File: src/hw/rtl/box_blur_3x3_edge_aware_macros.svh
// Assertion macros for the box blur block.
// Used by the top level only; the properties sample on clk and are disabled during rst.
`ifndef BOX_BLUR_3X3_EDGE_AWARE_MACROS_SVH
`define BOX_BLUR_3X3_EDGE_AWARE_MACROS_SVH

`ifndef SYNTHESIS
// Property that must hold at every clock edge outside reset.
`define BB_ASSERT(label, prop, msg) \
  label: assert property (@(posedge clk) disable iff (rst) prop) else $error(msg);
// Condition in one cycle implies a consequence in the next cycle.
`define BB_ASSERT_NEXT(label, ante, cons, msg) \
  label: assert property (@(posedge clk) disable iff (rst) (ante) |=> (cons)) else $error(msg);
`else
`define BB_ASSERT(label, prop, msg)
`define BB_ASSERT_NEXT(label, ante, cons, msg)
`endif

`endif

File: src/hw/rtl/bblur_pkg.sv
// Shared constants and types for the 3x3 box blur.
// No dependencies; imported by every module of the block.
`timescale 1ns / 1ps

package bblur_pkg;

  localparam int MAX_WIDTH  = 1024;
  localparam int MAX_HEIGHT = 1024;

  // Configuration port.
  localparam int CFG_W     = 11;
  localparam int CFG_IDX_W = 1;
  localparam logic [CFG_IDX_W-1:0] REG_FRAME_WIDTH  = CFG_IDX_W'(0);
  localparam logic [CFG_IDX_W-1:0] REG_FRAME_HEIGHT = CFG_IDX_W'(1);

  localparam int WIDTH_RESET  = (640 > MAX_WIDTH) ? MAX_WIDTH : 640;
  localparam int HEIGHT_RESET = (480 > MAX_HEIGHT) ? MAX_HEIGHT : 480;

  // Position and dimension widths.
  localparam int COL_W  = (MAX_WIDTH > 1) ? $clog2(MAX_WIDTH) : 1;
  localparam int WDIM_W = $clog2(MAX_WIDTH + 1);
  localparam int HDIM_W = $clog2(MAX_HEIGHT + 1);
  localparam int ROW_W  = $clog2(MAX_HEIGHT + 2);

  // Averaging arithmetic: nine 8-bit samples at most.
  localparam int CH_W      = 8;
  localparam int SUM_W     = 12;
  localparam int CNT_W     = 4;
  localparam int NUM_W     = SUM_W + 1;
  localparam int RCP_SHIFT = 17;
  localparam int RCP_W     = 17;
  localparam int PROD_W    = NUM_W + RCP_W;

  // Rounded-up reciprocals of twice the neighbour count, scaled by 2^RCP_SHIFT.
  localparam logic [RCP_W-1:0] RCP_CNT1 = RCP_W'(((1 << RCP_SHIFT) + 2 - 1) / 2);
  localparam logic [RCP_W-1:0] RCP_CNT2 = RCP_W'(((1 << RCP_SHIFT) + 4 - 1) / 4);
  localparam logic [RCP_W-1:0] RCP_CNT3 = RCP_W'(((1 << RCP_SHIFT) + 6 - 1) / 6);
  localparam logic [RCP_W-1:0] RCP_CNT4 = RCP_W'(((1 << RCP_SHIFT) + 8 - 1) / 8);
  localparam logic [RCP_W-1:0] RCP_CNT6 = RCP_W'(((1 << RCP_SHIFT) + 12 - 1) / 12);
  localparam logic [RCP_W-1:0] RCP_CNT9 = RCP_W'(((1 << RCP_SHIFT) + 18 - 1) / 18);

  typedef struct packed {
    logic [CH_W-1:0] red;
    logic [CH_W-1:0] green;
    logic [CH_W-1:0] blue;
  } pix_t;

  typedef struct packed {
    logic capture;
    logic step;
    logic sum;
    logic load_out;
  } bblur_cmd_t;

  typedef struct packed {
    logic drain_phase;
    logic emit;
  } bblur_status_t;

endpackage

File: src/hw/rtl/bblur_ctrl.sv
// Controller of the box blur: sequences one stream position per step and owns
// both handshakes. Uses bblur_pkg for the command and status structs.
`timescale 1ns / 1ps

module bblur_ctrl (
  input  logic                     clk,
  input  logic                     rst,
  input  logic                     in_valid,
  input  logic                     req_type,
  input  logic                     out_stall,
  input  bblur_pkg::bblur_status_t status,
  output logic                     in_stall,
  output logic                     out_valid,
  output bblur_pkg::bblur_cmd_t    cmd
);
  import bblur_pkg::*;

  typedef enum logic [2:0] {
    S_IDLE,
    S_READ,
    S_STEP,
    S_SUM,
    S_DIV
  } state_t;

  state_t state;
  logic   is_drain;
  logic   accept;

  always_comb begin
    accept       = (state == S_IDLE) && in_valid;
    in_stall     = (state != S_IDLE);
    cmd.capture  = accept;
    cmd.step     = (state == S_STEP);
    cmd.sum      = (state == S_SUM);
    cmd.load_out = (state == S_DIV) && (!out_valid || !out_stall);
  end

  always_ff @(posedge clk) begin
    if (rst) begin
      state     <= S_IDLE;
      out_valid <= 1'b0;
      is_drain  <= 1'b0;
    end else begin
      if (cmd.load_out) begin
        out_valid <= 1'b1;
      end else if (!out_stall) begin
        out_valid <= 1'b0;
      end
      case (state)
        S_IDLE: begin
          if (accept) begin
            is_drain <= status.drain_phase;
            // A drain request inside the frame is dropped without any work.
            if (status.drain_phase || !req_type) begin
              state <= S_STEP;
            end
          end
        end
        S_READ: begin
          state <= S_STEP;
        end
        S_STEP: begin
          if (status.emit) begin
            state <= S_SUM;
          end else if (is_drain) begin
            // A drain position with no result is skipped; the next one is taken
            // within the same transfer once the line store read has settled.
            is_drain <= 1'b0;
            state    <= S_READ;
          end else begin
            state <= S_IDLE;
          end
        end
        S_SUM: begin
          state <= S_DIV;
        end
        S_DIV: begin
          if (cmd.load_out) begin
            state <= S_IDLE;
          end
        end
        default: begin
          state <= S_IDLE;
        end
      endcase
    end
  end

endmodule

File: config.mk
export PLATFORM = sky130hd
export DESIGN_NAME = bblur_ctrl
export DESIGN_NICKNAME = d
export VERILOG_FILES = /design/src/hw/rtl/box_blur_3x3_edge_aware_macros.svh /design/src/hw/rtl/bblur_pkg.sv /design/src/hw/rtl/bblur_ctrl.sv
export SDC_FILE = /design/constraint.sdc
export NUM_CORES = 1
export LEC_CHECK = 0
export BUFFER_PORTS_ARGS = -buffer_cell sky130_fd_sc_hd__buf_2
export CAP_MARGIN = 0
export CORE_AREA = 2 2 39 41
export DETAILED_ROUTE_END_ITERATION = 7
export DIE_AREA = 0 0 41 43
export GPL_TIMING_DRIVEN = 1
export SETUP_SLACK_MARGIN = 0.4
export SYNTH_ARGS = -nofsm -noshare
export SYNTH_HDL_FRONTEND = slang
export SYNTH_SLANG_ARGS = --single-unit
File: constraint.sdc
create_clock -name clk -period 1.2 [get_ports clk]
set_input_delay 0.06 -clock clk [delete_from_list [all_inputs] [get_ports clk]]
set_output_delay 0.06 -clock clk [all_outputs]
set_load 0.1 [all_outputs]
==> out/results.txt, run 1 <==
total placed cells including tap cells -> 56
TritonCTS clock tree -> built
share of layout cells above drive strength 1 -> 81.48%
first-pass GRT wire length -> 1.131 mm
P_leak -> 0.2587 nW
DRC errors left -> 0
failing checks -> setup timing
Power Dens Cells -> 1030 nW/um^2
Filler Cells Inserted -> 126
total grt overflow -> 0
dpl cell area -> 447.9 sq um
asr flop ratio synth -> 0%
synth-to-layout area growth -> 152.2%
# hold bufs at CTS -> 0
Worst Setup End Kind -> output pin
Post-Syn Nets -> 35
register area share after synthesis -> 39.02%
RSZ-0062 raised after global routing -> true
vias in the first global route -> 279
DIE HEIGHT -> 43 um
final WL -> 723 um
area share of the largest cell type after synthesis -> 39.02%
Setup violations, final -> 6
fmax -> 753.4 MHz
final cell count without fillers -> 70
final slew viol count -> 0
Max Clock Skew -> 0.002943 ns
Vias/cell -> 4.129
crit path time final -> 1.327 ns
Hold WS -> 0.08452 ns
HPWL Detailed -> 424.1 um
max_cap viols -> 0
Clk Latency, worst-skew pair -> 0.24 ns
# diodes -> 0
largest cells by area after synthesis -> dfxtp_1, nor4b_4, nor2_1
die width -> 41 um
I/O Pins -> 13
Most used DFF post-synth -> dfxtp_1
Reg2Reg Setup Slack -> -0.06 ns
CP Data Required Time -> 1.14 ns
final net count -> 62
worst-path fanout max -> 4
Pre-Repair DR Iteration Count -> 4
Total GRT Usage -> 10.35%
clock buffer depth -> 2
Final WS setup -> -0.1273 ns
syn_area_per_cell -> 9.161 sq um
Fin. Hold Viols -> 0
RD Place Congestion -> 0.6882
CTS buffer count -> 3
HP Class -> in2reg
Synth Instances -> 28
Starting Density -> 18.54%
post-route cell area -> 646.9 sq um
cell area after synthesis -> 256.5 sq um
clock sink count -> 5
relative slew slack -> 76.79%
EDFF count, synth -> 0
Worst-Margin Slew -> 0.3451 ns
antenna violations before repair -> 0
routed vias -> 289
Register Area -> 115.1 sq um
outcome -> complete, but fails checks
FP Rows -> 14
Tot Pwr -> 0.6665 mW
WL per Instance -> 10.33 um
count of cell types in the netlist -> 17
Die ar. -> 1763 sq um
# H-tree levels -> 1
crit path kind -> reg2out
Worst VDD drop -> 464.6 uV
CTS root buffer -> clkbuf_4
CP arrival -> 1.27 ns
top-count cell post-synth -> dfxtp_1
initial DRC count -> 5
top cells by count, synth -> dfxtp_1, nor2_1, inv_1, a21oi_1, nand2_1
Ys Warns -> 0
area of the multi-input gates -> 210.2 sq um
Synth Register Bits -> 5
core box area -> 1384 sq um
largest net degree at the start of global routing -> 7
leading area contributor after synthesis -> dfxtp_1
Final period util -> 110.6%
port bufs -> 12
startpoint types -> register
Worst-path clk slew -> 0.04 ns
Final ANT Viol Nets -> 0
## state kept, by name, indices dropped and copies added (netlist names)
signal     cells
state          3
is_drain       1
out_valid      1
## critical path, stage by stage (launching register included)
cell and delay, ns:
dfxtp_4 0.37, or3b_4 0.40, clkinvlp_4 0.09, buf_12 0.16
## cells by family after synthesis
logic type,synth area share (%)
and+or+nand+nor,34.14
AOI/OAI and AO/OA,15.61
DFF,39.03
buffers and inverters,7.318
muxes,3.903
## repair_timing
item,CTS,global route
buffers inserted,7,3
endpoints found under the setup margin,11,11
resized for setup,16,5
cloned,0,0
pin swaps,7,5
## through the flow
stage / worst slack (ns) / util [%] / TNS (ns)
final: -0.1273 / 46.75 / -0.5482
after detailed placement: 0.09320 / 32.37 / 0
after CTS: -0.1528 / 43.13 / -0.4533
after floorplan: 0.02549 / - / 0
after global routing: -0.1716 / 46.75 / -0.8467
after global placement: 0.09743 / 32.37 / 0
## where the power goes
group,switching (mW),total (mW),internal [mW]
combinational,0.159,0.295,0.137
clock,0.0638,0.189,0.125
sequential,0.0116,0.182,0.170
## routing by layer
layer / part of all wire (%) / wire (um) / global-route usage [%]
met1: 41 / 300 / 12.26
met4: 1.2 / 9 / 10.00
met2: 51 / 369 / 12.81
met3: 5.8 / 42 / 4.712
met5: 0 / 0 / 0
## cell type report
| type | instances | share of cell area [%] |
|---|---|---|
| clock buffers | 4 | 4.062 |
| inverters | 3 | 2.321 |
| flip-flops and latches | 5 | 17.79 |
| repair buffers | 23 | 40.23 |
| well taps | 16 | 3.095 |
| multi-input cells | 19 | 32.50 |
## path summary, 6_finish.rpt
kind,start,endpoint,cells past startpoint
setup / recovery,state[1]$_SDFFE_PP0P_,cmd[2],3
hold / removal,rst,out_valid$_SDFFE_PP0P_,2
setup reg to reg,state[1]$_SDFFE_PP0P_,is_drain$_SDFFE_PP0P_,5
hold reg to reg,state[2]$_SDFFE_PP0P_,state[1]$_SDFFE_PP0P_,1
## layout by cell type (no fill, tap or decap)
cell / count
a2111oi_4: 1
a21boi_0: 1
a21oi_2: 1
a21oi_4: 1
a41oi_2: 1
and3b_4: 1
buf_12: 7
buf_2: 6
buf_4: 6
buf_6: 4
clkbuf_1: 1
clkbuf_4: 3
clkinvlp_4: 1
dfxtp_1: 1
dfxtp_4: 4
inv_1: 2
mux2i_1: 1
nand2_1: 1
nand2_2: 1
nor2_1: 2
nor2_4: 2
nor3_2: 2
nor4b_4: 1
o21ai_0: 1
or3_4: 1
or3b_4: 1
(Power assumes the default switching activity.)
==> run 2, diff against run 1 <==
--- a/config.mk
+++ b/config.mk
@@ -5,6 +5,7 @@
 export SDC_FILE = /design/constraint.sdc
 export NUM_CORES = 1
 export LEC_CHECK = 0
+export ABC_AREA = 1
 export BUFFER_PORTS_ARGS = -buffer_cell sky130_fd_sc_hd__buf_2
 export CAP_MARGIN = 0
 export CORE_AREA = 2 2 39 41
==> run 2 against run 1 <==
The flow now finishes without violations. Synthesized area grew 9.8%. Setup slack gained 0.16 ns. Largest cell class unchanged. Sequential power grew 3%. Flip-flop and latch count is the same. First-iteration DRC count shrank 40%. Largest power group unchanged. Via count grew 17%. Register-to-register slack gained 0.29 ns. Critical endpoint is now cmd[0]. Utilization shrank 5.0 points. Die area is the same. Critical path depth grew 1.
==> out/results.txt, run 2 <==
total grt overflow -> 0 (unchanged)
final WL -> 659 um (-8.9%)
port bufs -> 12 (unchanged)
Power Dens Cells -> 1117 nW/um^2 (+8.4%)
EDFF count, synth -> 0 (unchanged)
Final WS setup -> 0.02838 ns (+0.1557 ns)
asr flop ratio synth -> 0% (unchanged)
initial DRC count -> 3 (-2)
# H-tree levels -> 1 (unchanged)
Ys Warns -> 0 (unchanged)
Largest regs -> state (3), is_drain (1), out_valid (1)
Die ar. -> 1763 sq um (unchanged)
final net count -> 74 (+19%)
worst-path fanout max -> 4 (unchanged)
Worst Setup End Kind -> output pin
register area share after synthesis -> 35.56% (-3.5 points)
Max Clock Skew -> 0.0003134 ns (-0.002630 ns)
CTS root buffer -> clkbuf_4
largest cells by area after synthesis -> dfxtp_1, nand2_1, inv_1
DIE HEIGHT -> 43 um (unchanged)
Tot Pwr -> 0.6456 mW (-3.1%)
R2R depth -> 5 (unchanged)
syn_area_per_cell -> 5.990 sq um (-35%)
CTS buffer count -> 3 (unchanged)
startpoint types -> register
Worst-path clk slew -> 0.04 ns (about the same)
routed vias -> 339 (+17%)
max reg flops -> 3 (unchanged)
FP Rows -> 14 (unchanged)
Final period util -> 97.63% (-13 points)
HP Class -> in2reg
clock sink count -> 5 (unchanged)
Clk Latency, worst-skew pair -> 0.24 ns (about the same)
most frequent cells in the layout -> nand2_1, buf_2, buf_12
top cells by count, synth -> nand2_1, inv_1, nor2_1, dfxtp_1, nand3_1
share of layout cells above drive strength 1 -> 63.64% (-18 points)
Total GRT Usage -> 7.222% (-3.1 points)
max_cap viols -> 0 (unchanged)
Worst-Margin Slew -> 0.1340 ns (-0.2111 ns)
post-route cell area -> 578.1 sq um (-11%)
register name with the most flops -> state
fmax -> 853.5 MHz (+13%)
leading cell type in the layout, fill and taps excluded -> nand2_1
I/O Pins -> 13 (unchanged)
crit path time final -> 1.172 ns (-0.1557 ns)
HPWL Detailed -> 471.8 um (+11%)
leading area contributor after synthesis -> dfxtp_1
CP Data Required Time -> 1.14 ns (about the same)
clock buffer depth -> 2 (unchanged)
Post-Syn Nets -> 54 (+54%)
Final ANT Viol Nets -> 0 (unchanged)
DRC errors left -> 0 (unchanged)
Fin. Hold Viols -> 0 (unchanged)
final slew viol count -> 0 (unchanged)
Most used DFF post-synth -> dfxtp_1
cell area after synthesis -> 281.5 sq um (+9.8%)
Worst VDD drop -> 450.9 uV (-3.0%)
# diodes -> 0 (unchanged)
RSZ-0062 raised after global routing -> true
RD Place Congestion -> 0.6782 (-1.5%)
Pre-Repair DR Iteration Count -> 2 (-2)
Vias/cell -> 4.134 (+0.14%)
hold-critical path depth -> 2 (unchanged)
synth-to-layout area growth -> 105.3%
WL per Instance -> 8.037 um (-22%)
pre-CTS setup slack -> 0.07948 ns (-0.01372 ns)
Filler Cells Inserted -> 147 (+17%)
Setup violations, final -> 0 (-6)
die width -> 41 um (unchanged)
vias in the first global route -> 271 (-2.9%)
count of cell types in the netlist -> 11 (-6)
relative slew slack -> 91.04% (+14 points)
antenna violations before repair -> 0 (unchanged)
core box area -> 1384 sq um (unchanged)
crit path kind -> reg2out
P_leak -> 0.2753 nW (+6.4%)
Synth Register Bits -> 5 (unchanged)
Synth Instances -> 47 (+68%)
outcome -> completed
largest net degree at the start of global routing -> 6 (-1)
top-count cell post-synth -> nand2_1
area share of the largest cell type after synthesis -> 35.56% (-3.5 points)
Starting Density -> 20.34% (+1.8 points)
first-pass GRT wire length -> 869 um (-23%)
CP arrival -> 1.11 ns (-0.16 ns)
TritonCTS clock tree -> built
dpl cell area -> 444.2 sq um (-0.84%)
run 2: cell types whose count changed after synthesis, moves of 2 or more:
cell / previous run / this run
inv_2: 0 / 3
nand2_1: 2 / 12
inv_1: 3 / 9
nand3_1: 0 / 4
nor2_1: 4 / 7
nor2_2: 0 / 2
run 2: routing by layer:
metal	share of wire (%)	track usage (%)	vias up
li1	-	-	176
met1	41	5.449	160
met2	56	13.44	3
met3	2.9	3.141	0
met4	0	4.000	0
met5	0	0	-
run 2: final timing paths:
kind,startpoint,endpoint,slack (ns)
min,rst,state[2]$_SDFFE_PP0P_,0.04
max,state[0]$_SDFFE_PP0P_,cmd[0],0.03
min reg2reg,is_drain$_SDFFE_PP0P_,state[0]$_SDFFE_PP0P_,0.49
max reg2reg,state[0]$_SDFFE_PP0P_,state[1]$_SDFFE_PP0P_,0.23
run 2: worst max-delay path: stages, from the launching register on:
cell and delay, ns:
dfxtp_4 0.36, nor2_2 0.14, nand2_2 0.09, nor2_4 0.10, buf_12 0.18
run 2: logic make-up (layout without fill, tap and decap cells):
logic type	after synthesis	count (layout)	share of synthesized area, %
compound gates	3	3	5.332
flops	5	5	35.56
buf+inv	13	32	18.67
simple gates	26	26	40.44
run 2: metrics by stage:
step           util, %  std cells   TNS, ns  hold slack [ns]
2_1_floorplan        -         47  -0.02830           0.1194
3_3_place_gp     32.10         74         0           0.2804
3_5_place_dp     32.10         74         0           0.2834
4_1_cts          39.60         81         0          0.02611
5_1_grt          41.77         82  -0.02612          0.04353
6_report         41.77         82         0          0.03841
run 2: layout make-up:
type / instances / area (sq um) / share of cell area (%)
clock buffers: 4 / 26.28 / 4.545
repair buffers: 16 / 183.9 / 31.82
multi-input cells: 29 / 180.2 / 31.17
well taps: 16 / 20.02 / 3.463
flip-flops and latches: 5 / 112.6 / 19.48
inverters: 12 / 55.05 / 9.524
run 2: power by group:
group / leakage, nW / internal [mW] / switching (mW)
clock: 0.0150 / 0.125 / 0.0644
sequential: 0.0435 / 0.174 / 0.0144
combinational: 0.217 / 0.103 / 0.164
run 2: what timing repair did:
action | CTS | global route
gates resized for setup | 17 | 7
hold buffers | 0 | 0
setup buffers | 3 | 1
setup endpoints to repair | 11 | 11
pin swaps | 5 | 1
==> run 3, diff against run 2 <==
--- a/config.mk
+++ b/config.mk
@@ -12,6 +12,7 @@
 export DETAILED_ROUTE_END_ITERATION = 7
 export DIE_AREA = 0 0 41 43
 export GPL_TIMING_DRIVEN = 1
+export PLACE_DENSITY = 0.42
 export SETUP_SLACK_MARGIN = 0.4
 export SYNTH_ARGS = -nofsm -noshare
 export SYNTH_HDL_FRONTEND = slang
==> run 3 against run 2 <==
Critical endpoint is now in_stall. Highest routed layer is now met4. Combinational power shrank 3%. Largest power group unchanged. Flip-flop and latch count is the same. Worst hold slack lost 0.0022 ns.
==> out/results.txt, run 3 (synthesis gave the netlist of run 2 again) <==
port bufs -> 12 (unchanged)
Starting Density -> 20.34% (unchanged)
Setup violations, final -> 0 (unchanged)
largest net degree at the start of global routing -> 6 (unchanged)
Worst VDD drop -> 464.0 uV (+2.9%)
Final WS setup -> 0.02734 ns (-0.001047 ns)
CP arrival -> 1.11 ns (about the same)
synth-to-layout area growth -> 101.3%
Worst-Margin Slew -> 0.1815 ns (+0.04747 ns)
DRC errors left -> 0 (unchanged)
fmax -> 852.8 MHz (about the same)
I/O Pins -> 13 (unchanged)
CTS root buffer -> clkbuf_4
dpl cell area -> 459.2 sq um (+3.4%)
TritonCTS clock tree -> built
# hold bufs at CTS -> 0 (unchanged)
worst-path fanout max -> 4 (unchanged)
core box area -> 1384 sq um (unchanged)
outcome -> completed
CP Data Required Time -> 1.14 ns (about the same)
met3 wire length -> 16 um (-16%)
most frequent cells in the layout -> nand2_1, buf_2, buf_12
vias in the first global route -> 313 (+15%)
startpoint types -> register
RD Place Congestion -> 0.7199 (+6.1%)
antenna violations before repair -> 0 (unchanged)
CTS buffer count -> 3 (unchanged)
Total GRT Usage -> 10.14% (+2.9 points)
Hold WS -> 0.03624 ns (-0.002175 ns)
Worst-path clk slew -> 0.05 ns (about the same)
clock buffer depth -> 2 (unchanged)
final net count -> 73 (-1.4%)
# diodes -> 0 (unchanged)
register name with the most flops -> state
FP Rows -> 14 (unchanged)
routed vias -> 316 (-6.8%)
total grt overflow -> 0 (unchanged)
# H-tree levels -> 1 (unchanged)
HPWL Detailed -> 482 um (+2.2%)
die width -> 41 um (unchanged)
Die ar. -> 1763 sq um (unchanged)
Vias/cell -> 3.901 (-5.6%)
final WL -> 593 um (-10%)
initial DRC count -> 5 (+2)
final slew viol count -> 0 (unchanged)
clock sink count -> 5 (unchanged)
crit path kind -> reg2out
max reg flops -> 3 (unchanged)
Setup TNS -> 0 ns (unchanged)
Pre-Repair DR Iteration Count -> 2 (unchanged)
crit path time final -> 1.173 ns (+0.001047 ns)
leading cell type in the layout, fill and taps excluded -> nand2_1
Fin. Hold Viols -> 0 (unchanged)
routed length on met2 -> 330 um (-11%)
post-route cell area -> 566.8 sq um (-1.9%)
first-pass GRT wire length -> 1.166 mm (+34%)
DIE HEIGHT -> 43 um (unchanged)
Filler Cells Inserted -> 138 (-6.1%)
Power Dens Cells -> 1122 nW/um^2 (+0.44%)
HP Class -> in2reg
WL per Instance -> 7.321 um (-8.9%)
share of layout cells above drive strength 1 -> 64.62% (+0.98 points)
Worst Setup End Kind -> output pin
Final period util -> 97.72% (about the same)
final cell count without fillers -> 81 (-1.2%)
Metal-1 WL -> 239 um (-11%)
max_cap viols -> 0 (unchanged)
RSZ-0062 raised after global routing -> true
total placed cells including tap cells -> 74 (unchanged)
P_leak -> 0.2691 nW (-2.3%)
Final ANT Viol Nets -> 0 (unchanged)
relative slew slack -> 87.87% (-3.2 points)
Clk Latency, worst-skew pair -> 0.24 ns (about the same)
Max Clock Skew -> 0.003754 ns (+0.003440 ns)
pre-CTS setup slack -> 0.1582 ns (+0.07868 ns)
max layer used -> met4
Largest regs -> state (3), is_drain (1), out_valid (1)
[run 3: cell count changes in the layout (fill, tap and decap cells not counted), sizes merged]
cell,previous run,this run
buf,16,15
clkbuf,4,3
clkinv,0,1
[run 3: repair_timing]
action / CTS / global route
endpoints found under the setup margin: 11 / 11
pin swaps: 7 / 1
setup buffers: 3 / 0
resized for setup: 18 / 1
[run 3: area by class of cell]
cell class / count / area, sq um / area share [%]
tap: 16 / 20.02 / 3.532
multi-input combinational: 29 / 178.9 / 31.57
sequential: 5 / 112.6 / 19.87
inverter: 12 / 55.05 / 9.713
clock buffer: 3 / 22.52 / 3.974
timing repair buffer: 15 / 172.7 / 30.46
clock inverter: 1 / 5.005 / 0.8830
[run 3: routing by layer]
layer,GRT usage [%],up-vias
li1,-,174
met1,10.61,137
met2,14.69,3
met3,4.712,2
met4,8.000,0
met5,0,-
[run 3: report_power, final]
part | switching [mW] | internal (mW)
combinational | 0.163 | 0.0971
clock | 0.0685 | 0.120
sequential | 0.0137 | 0.173
[run 3: worst max-delay path: stages, from the launching register on]
cell and delay, ns:
dfxtp_4 0.36, inv_4 0.07, nand2_4 0.06, nor2_4 0.11
clkinvlp_4 0.11, buf_12 0.17
[run 3: worst paths after layout]
| check | from | to | slack, ns | depth (start not counted) |
|---|---|---|---|---|
| worst min register to register | is_drain$_SDFFE_PP0P_ | state[0]$_SDFFE_PP0P_ | 0.50 | 2 |
| worst max-delay path | state[2]$_SDFFE_PP0P_ | in_stall | 0.03 | 5 |
| worst min-delay path | rst | state[2]$_SDFFE_PP0P_ | 0.04 | 2 |
| worst max register to register | state[0]$_SDFFE_PP0P_ | is_drain$_SDFFE_PP0P_ | 0.25 | 5 |
[run 3: per-stage QoR]
stage | util [%] | total power [mW]
floorplan | - | 0.3588
global placement | 33.18 | 0.4259
detailed placement | 33.18 | 0.4252
CTS | 40.69 | 0.6462
global route | 40.96 | 0.6932
finish | 40.96 | 0.6358
